<file path="src/hw/rtl/lhist_pkg.sv">
// Shared types, constants and the decade bound table of the log bucket histogram.
// No dependencies; the other files except lhist_ram reference it by scoped names.
package lhist_pkg;

	localparam int DATA_W      = 64;
	localparam int IDX_W       = 7;
	localparam int STORE_DEPTH = 121;
	localparam int DECADES     = 12;
	localparam int LIN_MAX_I   = 120;
	localparam int LOG_CAP_I   = (10 * DECADES > LIN_MAX_I) ? LIN_MAX_I : 10 * DECADES;

	localparam logic [IDX_W-1:0] LINEAR_MAX  = IDX_W'(LIN_MAX_I);
	localparam logic [IDX_W-1:0] LOG_CAP     = IDX_W'(LOG_CAP_I);
	localparam logic [IDX_W-1:0] LOG_MIN_CNT = IDX_W'(10);
	localparam logic [IDX_W-1:0] DEPTH_IDX   = IDX_W'(STORE_DEPTH);

	localparam int CFG_IDX_W = 2;
	localparam int IN_DATA_W  = 72;
	localparam int OUT_DATA_W = 392;

	// Item operation carried in tuser
	typedef enum logic {
		OP_SAMPLE = 1'b0,
		OP_READ   = 1'b1
	} op_t;

	// Configuration register indexes
	typedef enum logic [CFG_IDX_W-1:0] {
		CFG_LOG_MODE     = 2'd0,
		CFG_BUCKET_COUNT = 2'd1,
		CFG_LIMIT        = 2'd2,
		CFG_UNUSED       = 2'd3
	} cfg_idx_t;

	// Control from the sequencer to the statistics registers
	typedef struct packed {
		logic update;
		logic clear_over;
	} stat_ctl_t;

	// Running totals as seen on the result item
	typedef struct packed {
		logic [DATA_W-1:0] count;
		logic [DATA_W-1:0] sum;
		logic [DATA_W-1:0] min_val;
		logic [DATA_W-1:0] max_val;
		logic [DATA_W-1:0] over;
	} stat_t;

	// Upper bounds: 0..10, then floor(10^(k/10))
	localparam logic [DATA_W-1:0] BOUND_TABLE [STORE_DEPTH] = '{
		64'd0, 64'd1, 64'd2, 64'd3, 64'd4, 64'd5, 64'd6, 64'd7, 64'd8, 64'd9, 64'd10,
		64'd12, 64'd15, 64'd19, 64'd25, 64'd31, 64'd39, 64'd50, 64'd63, 64'd79, 64'd100,
		64'd125, 64'd158, 64'd199, 64'd251, 64'd316, 64'd398, 64'd501, 64'd630, 64'd794,
		64'd1000,
		64'd1258, 64'd1584, 64'd1995, 64'd2511, 64'd3162, 64'd3981, 64'd5011, 64'd6309,
		64'd7943, 64'd10000,
		64'd12589, 64'd15848, 64'd19952, 64'd25118, 64'd31622, 64'd39810, 64'd50118,
		64'd63095, 64'd79432, 64'd100000,
		64'd125892, 64'd158489, 64'd199526, 64'd251188, 64'd316227,
		64'd398107, 64'd501187, 64'd630957, 64'd794328, 64'd1000000,
		64'd1258925, 64'd1584893, 64'd1995262, 64'd2511886, 64'd3162277,
		64'd3981071, 64'd5011872, 64'd6309573, 64'd7943282, 64'd10000000,
		64'd12589254, 64'd15848931, 64'd19952623, 64'd25118864, 64'd31622776,
		64'd39810717, 64'd50118723, 64'd63095734, 64'd79432823, 64'd100000000,
		64'd125892541, 64'd158489319, 64'd199526231, 64'd251188643, 64'd316227766,
		64'd398107170, 64'd501187233, 64'd630957344, 64'd794328234, 64'd1000000000,
		64'd1258925411, 64'd1584893192, 64'd1995262314, 64'd2511886431,
		64'd3162277660, 64'd3981071705, 64'd5011872336, 64'd6309573444,
		64'd7943282347, 64'd10000000000,
		64'd12589254117, 64'd15848931924, 64'd19952623149, 64'd25118864315,
		64'd31622776601, 64'd39810717055, 64'd50118723362, 64'd63095734448,
		64'd79432823472, 64'd100000000000,
		64'd125892541179, 64'd158489319246, 64'd199526231496, 64'd251188643150,
		64'd316227766016, 64'd398107170553, 64'd501187233627, 64'd630957344480,
		64'd794328234724, 64'd1000000000000
	};

endpackage

</file>
<file path="src/hw/rtl/lhist_stats.sv">
// Running totals: sample count, wrapping sum, minimum, maximum, over-limit count.
// Depends on lhist_pkg.
module lhist_stats (
	input  logic                         clk,
	input  logic                         arst_n,
	input  lhist_pkg::stat_ctl_t         ctl,
	input  logic [lhist_pkg::DATA_W-1:0] sample,
	input  logic [lhist_pkg::DATA_W-1:0] limit,
	output lhist_pkg::stat_t             stats
);

	logic [lhist_pkg::DATA_W-1:0] count_q;
	logic [lhist_pkg::DATA_W-1:0] sum_q;
	logic [lhist_pkg::DATA_W-1:0] min_q;
	logic [lhist_pkg::DATA_W-1:0] max_q;
	logic [lhist_pkg::DATA_W-1:0] over_q;
	logic                         is_over;

	assign is_over = (limit != '0) && (sample > limit);

	// Update on each entered sample; limit write clears the over-limit count
	always_ff @(posedge clk or negedge arst_n) begin
		if (!arst_n) begin
			count_q <= '0;
			sum_q   <= '0;
			min_q   <= '1;
			max_q   <= '0;
			over_q  <= '0;
		end else begin
			if (ctl.update) begin
				count_q <= count_q + lhist_pkg::DATA_W'(1);
				sum_q   <= sum_q + sample;
				if (sample < min_q) begin
					min_q <= sample;
				end
				if (sample > max_q) begin
					max_q <= sample;
				end
			end
			if (ctl.clear_over) begin
				over_q <= '0;
			end else if (ctl.update && is_over) begin
				over_q <= over_q + lhist_pkg::DATA_W'(1);
			end
		end
	end

	assign stats.count   = count_q;
	assign stats.sum     = sum_q;
	assign stats.min_val = (count_q != '0) ? min_q : '0;
	assign stats.max_val = max_q;
	assign stats.over    = over_q;

endmodule
</file>
<file path="config.mk">
export PLATFORM = sky130hd
export DESIGN_NAME = lhist_stats
export DESIGN_NICKNAME = d
export VERILOG_FILES = /design/src/hw/rtl/lhist_pkg.sv /design/src/hw/rtl/lhist_stats.sv
export SDC_FILE = /design/constraint.sdc
export NUM_CORES = 1
export LEC_CHECK = 0
export BUFFER_PORTS_ARGS = -buffer_cell sky130_fd_sc_hd__buf_4
export CELL_PAD_IN_SITES_DETAIL_PLACEMENT = 0
export CELL_PAD_IN_SITES_GLOBAL_PLACEMENT = 1
export CORE_UTILIZATION = 25
export CTS_CLUSTER_DIAMETER = 100
export DETAILED_ROUTE_END_ITERATION = 6
export PLACE_DENSITY = 0.58
export SLEW_MARGIN = 0
export SYNTH_ARGS = -nofsm -noshare
export SYNTH_HDL_FRONTEND = slang
export SYNTH_SLANG_ARGS = --single-unit
</file>
<file path="constraint.sdc">
create_clock -name clk -period 7.85 [get_ports clk]
set_input_delay 1.1775 -clock clk [delete_from_list [all_inputs] [get_ports clk]]
set_output_delay 1.1775 -clock clk [all_outputs]
set_load 0.05 [all_outputs]
</file>
==> impl_metrics.tcl, run 1 <==
set metrics [dict create \
    status "complete, no violations" \
    path_class "primary input to flop" \
    maxCapViolations 0 \
    hold_depth 1 \
    clk_latency_ns 0.64 \
    cts_tree "built" \
    dp_hpwl_um 77100 \
    dieArea_mm2 0.0984 \
    ioPinCount 452 \
    final_antenna_net_count 0 \
    crit_fanout 24 \
    seq_area_mm2 0.00809 \
    hold_violations 0 \
    fin_total_pwr_uw 12500 \
    synth-async-reset-ratio_pct 100 \
    hp-start "count_q[59]$_DFFE_PN0P_" \
    overflow 0 \
    hold_buffers 0 \
    switchingPower_uw 6390 \
    syn_area_mm2 0.0243 \
    finalSetupTns_ns 0 \
    hold_class "flop to flop" \
    track_usage_pct 20.3 \
    worstPathArrival_ns 5.55 \
    die_w_um 314 \
    cts_root_buffer "clkbuf_16" \
    dr.pass1.iters 5 \
    drt-initial-drc-count 1610 \
    synth-main-ff-cell "dfrtp_1" \
    dpl-instance-area_mm2 0.0290 \
    diodes 0 \
    path_cells "buf_4 -> nor4_1 -> nand4_1 -> or4_1 -> o211ai_1 -> nor2_1 -> nand2_1 -> nand2_1 -> nand4_1 -> mux2_1" \
    finalWirelength_um 102000 \
    numClockSinks 320 \
    drc 0 \
    antenna_found_initial 1 \
    syn_avg_cell_area_um2 8.73 \
    slew_headroom_pct 23.7 \
    syn2layout_area_growth_pct 25.8 \
    p_int_uw 6150 \
    multiInputGateArea_mm2 0.0148 \
    required_ns 8.37 \
    cts_buffers 47 \
    grt_pass1_vias 21700 \
    final_net_count 3560 \
    min_period_ns 5.03 \
    place.gp.congestion 0.852 \
    startpoint_type "primary input" \
    cts_buffer_depth 3 \
    cts.repair.resized 0 \
    synth-edff-count 0 \
    postSynthNetCount 3172 \
    clk_pin_slew_ns 0.06 \
    row_count 113 \
    min_to "count_q[59]$_DFFE_PN0P_" \
    tightest_slew_ns 1.14 \
    post-cts-setup-buffers 0 \
    seqPwrFrac_pct 22.7 \
    setup_violations 0 \
    vdd_ir_drop_max_uv 264 \
    powerDensity_mw_per_mm2 410 \
    synth_seq_area_share_pct 33.3 \
    vias 22600 \
    r2r_cells 11 \
    regToRegEndpoint "max_q[26]$_DFFE_PN0P_" \
    p_sw_share_pct 50.9 \
    ys_seq_elements 320 \
    clock.fmax_mhz 199 \
    maxSlewViolCount 0 \
    htreeDepth 2 \
    power_leakage_uw 0.0146 \
    r2r-start "max_q[63]$_DFFE_PN0P_" \
    final.period_utilization_pct 64.1 \
    final_area_mm2 0.0306 \
    core_mm2 0.0956 \
    synth.distinct_cells 80 \
    wl_per_cell_um 22.8 \
    grt_pass1_wl_um 150000 \
    critPathCaptureType "flop" \
    comb_power_share_pct 59.6 \
    vias_per_cell 5.04 \
    p_clk_share_pct 17.8 \
    port_buffers 451 \
    rsz0062_at_grt "false" \
    syn_inst 2782 \
    drive_gt1_share_pct 22.2 \
    initial_core_util_pct 25.4 \
    r2r_setup_slack_ns 3.52 \
    fin_worst_skew_ns 0.0332 \
    yosys_warnings 0 \
    grt_max_degree 135 \
    crit_slowest_cell "or4_1" \
    slowest_delay_ns 0.86 \
    fill_cells 10300 \
    die_h_um 314 \
]
-- cell usage in the layout (no fill, tap or decap), drive strengths merged, types with 129 or more instances in the layout --
cell type  count
a21oi        152
mux2         156
o21ai        136
nand3        129
nor2         215
ha           257
dfrtp        256
nand2        241
inv          235
buf          475
-- logic make-up (layout without fill, tap and decap cells) --
| logic type | count (synthesis) | count (layout) | share of synthesized area (%) |
|---|---|---|---|
| XOR/XNOR | 138 | 138 | 4.98 |
| multiplexers | 159 | 159 | 7.35 |
| buffers and inverters | 367 | 794 | 5.91 |
| AND/OR/NAND/NOR | 919 | 919 | 18.6 |
| adder cells (fa/ha/maj) | 258 | 258 | 13.3 |
| AO/OA/AOI/OAI | 621 | 621 | 16.5 |
| flip-flops | 320 | 320 | 33.3 |
-- synth_stat cells, types with 6 or more instances --
cell	n	area [µm²]
buf_2	11	55.1
a21oi_1	152	761
a211oi_1	13	97.6
clkbuf_1	115	432
o21ai_0	127	636
or3_1	6	37.5
o21bai_1	14	105
o21a_1	11	82.6
nand4_1	101	632
ha_1	257	3220
mux2_2	63	709
mux2_1	93	1050
dfstp_2	64	1680
a21o_1	85	638
nor2_1	215	807
dfrtp_1	256	6410
a31oi_1	77	482
o31ai_1	12	90.1
nor2b_1	60	375
xnor2_1	98	858
and2_1	8	50.1
nor3_1	25	125
nand3_1	128	641
and3_1	38	238
o311ai_0	64	561
and4_1	11	96.3
a31o_2	6	52.6
xor2_1	40	350
nand2_1	240	901
nor4_1	39	244
nand2b_1	22	138
inv_1	231	867
a2111oi_0	9	78.8
o21ai_1	9	45.0
-- critical path, delay by kind of cell --
kind	cells	cell delay, ns
AND/OR/NAND/NOR	7	3.48
buffers and inverters	1	0.15
multiplexers	1	0.34
AO/OA/AOI/OAI	1	0.37
-- worst max path at each step --
stage,cells past startpoint,to,start
after CTS,10,over_q[63]$_DFFE_PN0P_,limit[53]
after global routing,10,over_q[39]$_DFFE_PN0P_,limit[53]
after detailed placement,10,over_q[63]$_DFFE_PN0P_,limit[53]
after global placement,10,over_q[63]$_DFFE_PN0P_,limit[53]
after floorplan,13,over_q[25]$_DFFE_PN0P_,limit[60]
final,10,over_q[63]$_DFFE_PN0P_,limit[44]
-- layer usage --
layer	global-route usage [%]	wire (µm)	part of all wire [%]
met3	4.29	6240	6.1
met5	0	0	0
met4	5.62	2690	2.6
met1	27.6	46400	45
met2	32.2	46800	46
-- power groups by stage --
| stage | Sequential (µW) | Clock, µW | Combinational (µW) |
|---|---|---|---|
| after floorplan | 3940 | 0 | 3910 |
| after detailed placement | 2870 | 0 | 7500 |
| after CTS | 2850 | 2320 | 7530 |
| after global placement | 2870 | 0 | 7510 |
| final | 2840 | 2230 | 7470 |
| after global routing | 2930 | 2360 | 8110 |
-- per-stage QoR --
| stage | std cells | util, % | setup slack (ns) | hold slack [ns] |
|---|---|---|---|---|
| after floorplan | 2782 | - | 3.85 | 0.492 |
| after global placement | 4386 | 30.3 | 2.07 | 0.497 |
| after detailed placement | 4386 | 30.3 | 2.04 | 0.508 |
| after CTS | 4474 | 32.0 | 2.73 | 0.519 |
| after global routing | 4474 | 32.0 | 2.70 | 0.535 |
| final | 4474 | 32.0 | 2.82 | 0.516 |
-- final cells by class --
class	count	share of cell area (%)
timing repair buffer	475	11.7
multi-input combinational	2095	48.5
clock inverter	19	0.753
tap	1265	5.18
sequential	320	26.5
inverter	231	2.84
clock buffer	69	4.51
-- registers in the layout, indices dropped and copies added, names as in the netlist --
signal   flops
count_q     64
max_q       64
min_q       64
over_q      64
sum_q       64
(Power assumes the default switching activity.)
==> run 2, diff against run 1 <==
==> constraint.sdc (replaced) <==
create_clock -name clk -period 4.9 [get_ports clk]
set_input_delay 0.735 -clock clk [delete_from_list [all_inputs] [get_ports clk]]
set_output_delay 0.735 -clock clk [all_outputs]
set_load 0.05 [all_outputs]
==> impl_metrics.tcl, run 2 (synthesis gave the netlist of run 1 again) <==
set metrics [dict create \
    maxCapViolations 0 \
    final_antenna_net_count 0 \
    finalSetupTns_ns 0 \
    core_mm2 0.0956 \
    vdd_ir_drop_max_uv 446 \
    rsz0062_at_grt "false" \
    required_ns 5.38 \
    dieArea_mm2 0.0984 \
    drt-initial-drc-count 1410 \
    r2r-start "sum_q[6]$_DFFE_PN0P_" \
    final.period_utilization_pct 82.8 \
    power_leakage_uw 0.0146 \
    numClockSinks 320 \
    powerDensity_mw_per_mm2 649 \
    hold_class "primary input to async pin" \
    htreeDepth 2 \
    place.gp.congestion 0.867 \
    r2r_cells 12 \
    layout_common_cells "477 x buf_4, 257 x ha_1, 256 x dfrtp_1" \
    cts_tree "built" \
    critPathCaptureType "flop" \
    dpl-instance-area_mm2 0.0292 \
    fin_worst_skew_ns 0.0371 \
    final_net_count 3573 \
    status "complete, no violations" \
    cts_root_buffer "clkbuf_16" \
    grt_pass1_vias 21600 \
    hold_buffers 0 \
    track_usage_pct 20.1 \
    overflow 0 \
    worstPathArrival_ns 4.54 \
    crit_fanout 28 \
    syn2layout_area_growth_pct 26.1 \
    maxSlewViolCount 0 \
    wl_per_cell_um 22.7 \
    post-cts-setup-buffers 0 \
    layout_commonest_cell "buf_4" \
    vias 22500 \
    dp_worst_setup_slack_ns 0.246 \
    clk_pin_slew_ns 0.06 \
    die_h_um 314 \
    grt_pass1_wl_um 149000 \
    dr.pass1.iters 5 \
    drive_gt1_share_pct 22.2 \
    grt_max_degree 129 \
    slew_headroom_pct 18.0 \
    die_w_um 314 \
    fin_ws_ns 0.841 \
    row_count 113 \
    min_period_ns 4.06 \
    port_buffers 451 \
    path_class "primary input to flop" \
    dp_hpwl_um 77200 \
    r2r_setup_slack_ns 0.93 \
    final_area_mm2 0.0306 \
    startpoint_type "primary input" \
    ioPinCount 452 \
    drc 0 \
    clk_latency_ns 0.61 \
    antenna_found_initial 6 \
    cts.repair.resized 0 \
    finalWirelength_um 102000 \
    setup_violations 0 \
    clock.fmax_mhz 246 \
    tightest_slew_ns 1.22 \
    regToRegEndpoint "sum_q[57]$_DFFE_PN0P_" \
    cts_buffer_depth 3 \
    initial_core_util_pct 25.4 \
    hold_violations 0 \
    diodes 0 \
    cts_buffers 45 \
    vias_per_cell 5.01 \
]
-- run 2: layout make-up --
class | count | area, µm²
sequential | 320 | 8090
inverter | 231 | 867
fill | 10100 | 64900
multi-input combinational | 2095 | 14800
clock inverter | 11 | 103
clock buffer | 70 | 1320
tap | 1265 | 1580
timing repair buffer | 490 | 3840
-- run 2: how the worst max path moves through the flow --
| stage | start | end | slack (ns) | cells past startpoint |
|---|---|---|---|---|
| CTS | sample[1] | over_q[34]$_DFFE_PN0P_ | 0.84 | 14 |
| global placement | sample[1] | over_q[34]$_DFFE_PN0P_ | 0.30 | 14 |
| floorplan | limit[60] | over_q[25]$_DFFE_PN0P_ | 1.34 | 13 |
| finish | sample[1] | over_q[34]$_DFFE_PN0P_ | 0.84 | 14 |
| detailed placement | sample[1] | over_q[34]$_DFFE_PN0P_ | 0.25 | 14 |
| global route | limit[45] | over_q[34]$_DFFE_PN0P_ | 0.67 | 11 |
-- run 2: metal layers --
metal  up-vias  global-route usage, %  routed length, µm
met5         -                      0                 26
li1      10900                      -                  -
met1     10900                   27.0              46100
met4         4                   6.14               2960
met3       119                   4.41               6470
met2       602                   32.1              46400
-- run 2: power breakdown --
part / switching [µW] / leakage (µW) / total, µW / internal, µW
combinational: 7880 / 0.00998 / 12000 / 4070
clock: 1390 / 0.000701 / 3290 / 1900
sequential: 905 / 0.00395 / 4630 / 3720
-- run 2: per-stage QoR --
stage | hold WS, ns | utilization (%) | total power [µW] | instances
3_3_place_gp | 0.499 | 30.6 | 16600 | 4401
4_1_cts | 0.0312 | 32.1 | 20100 | 4482
3_5_place_dp | 0.495 | 30.6 | 16600 | 4401
6_report | 0.0563 | 32.1 | 19900 | 4482
2_1_floorplan | 0.439 | - | 12600 | 2782
5_1_grt | 0.0538 | 32.1 | 21200 | 4482
-- run 2: worst max-delay path, cell delays in order --
cell and delay (ns):
buf_4 0.16, ha_1 0.31, nor2b_1 0.13, o21a_1 0.16
o21ai_1 0.12, a21oi_1 0.08, o31ai_1 0.67, a31oi_1 0.20
buf_4 0.21, o31ai_1 0.93, nand2_2 0.13, buf_12 0.23
nand4_1 0.11, mux2_2 0.33
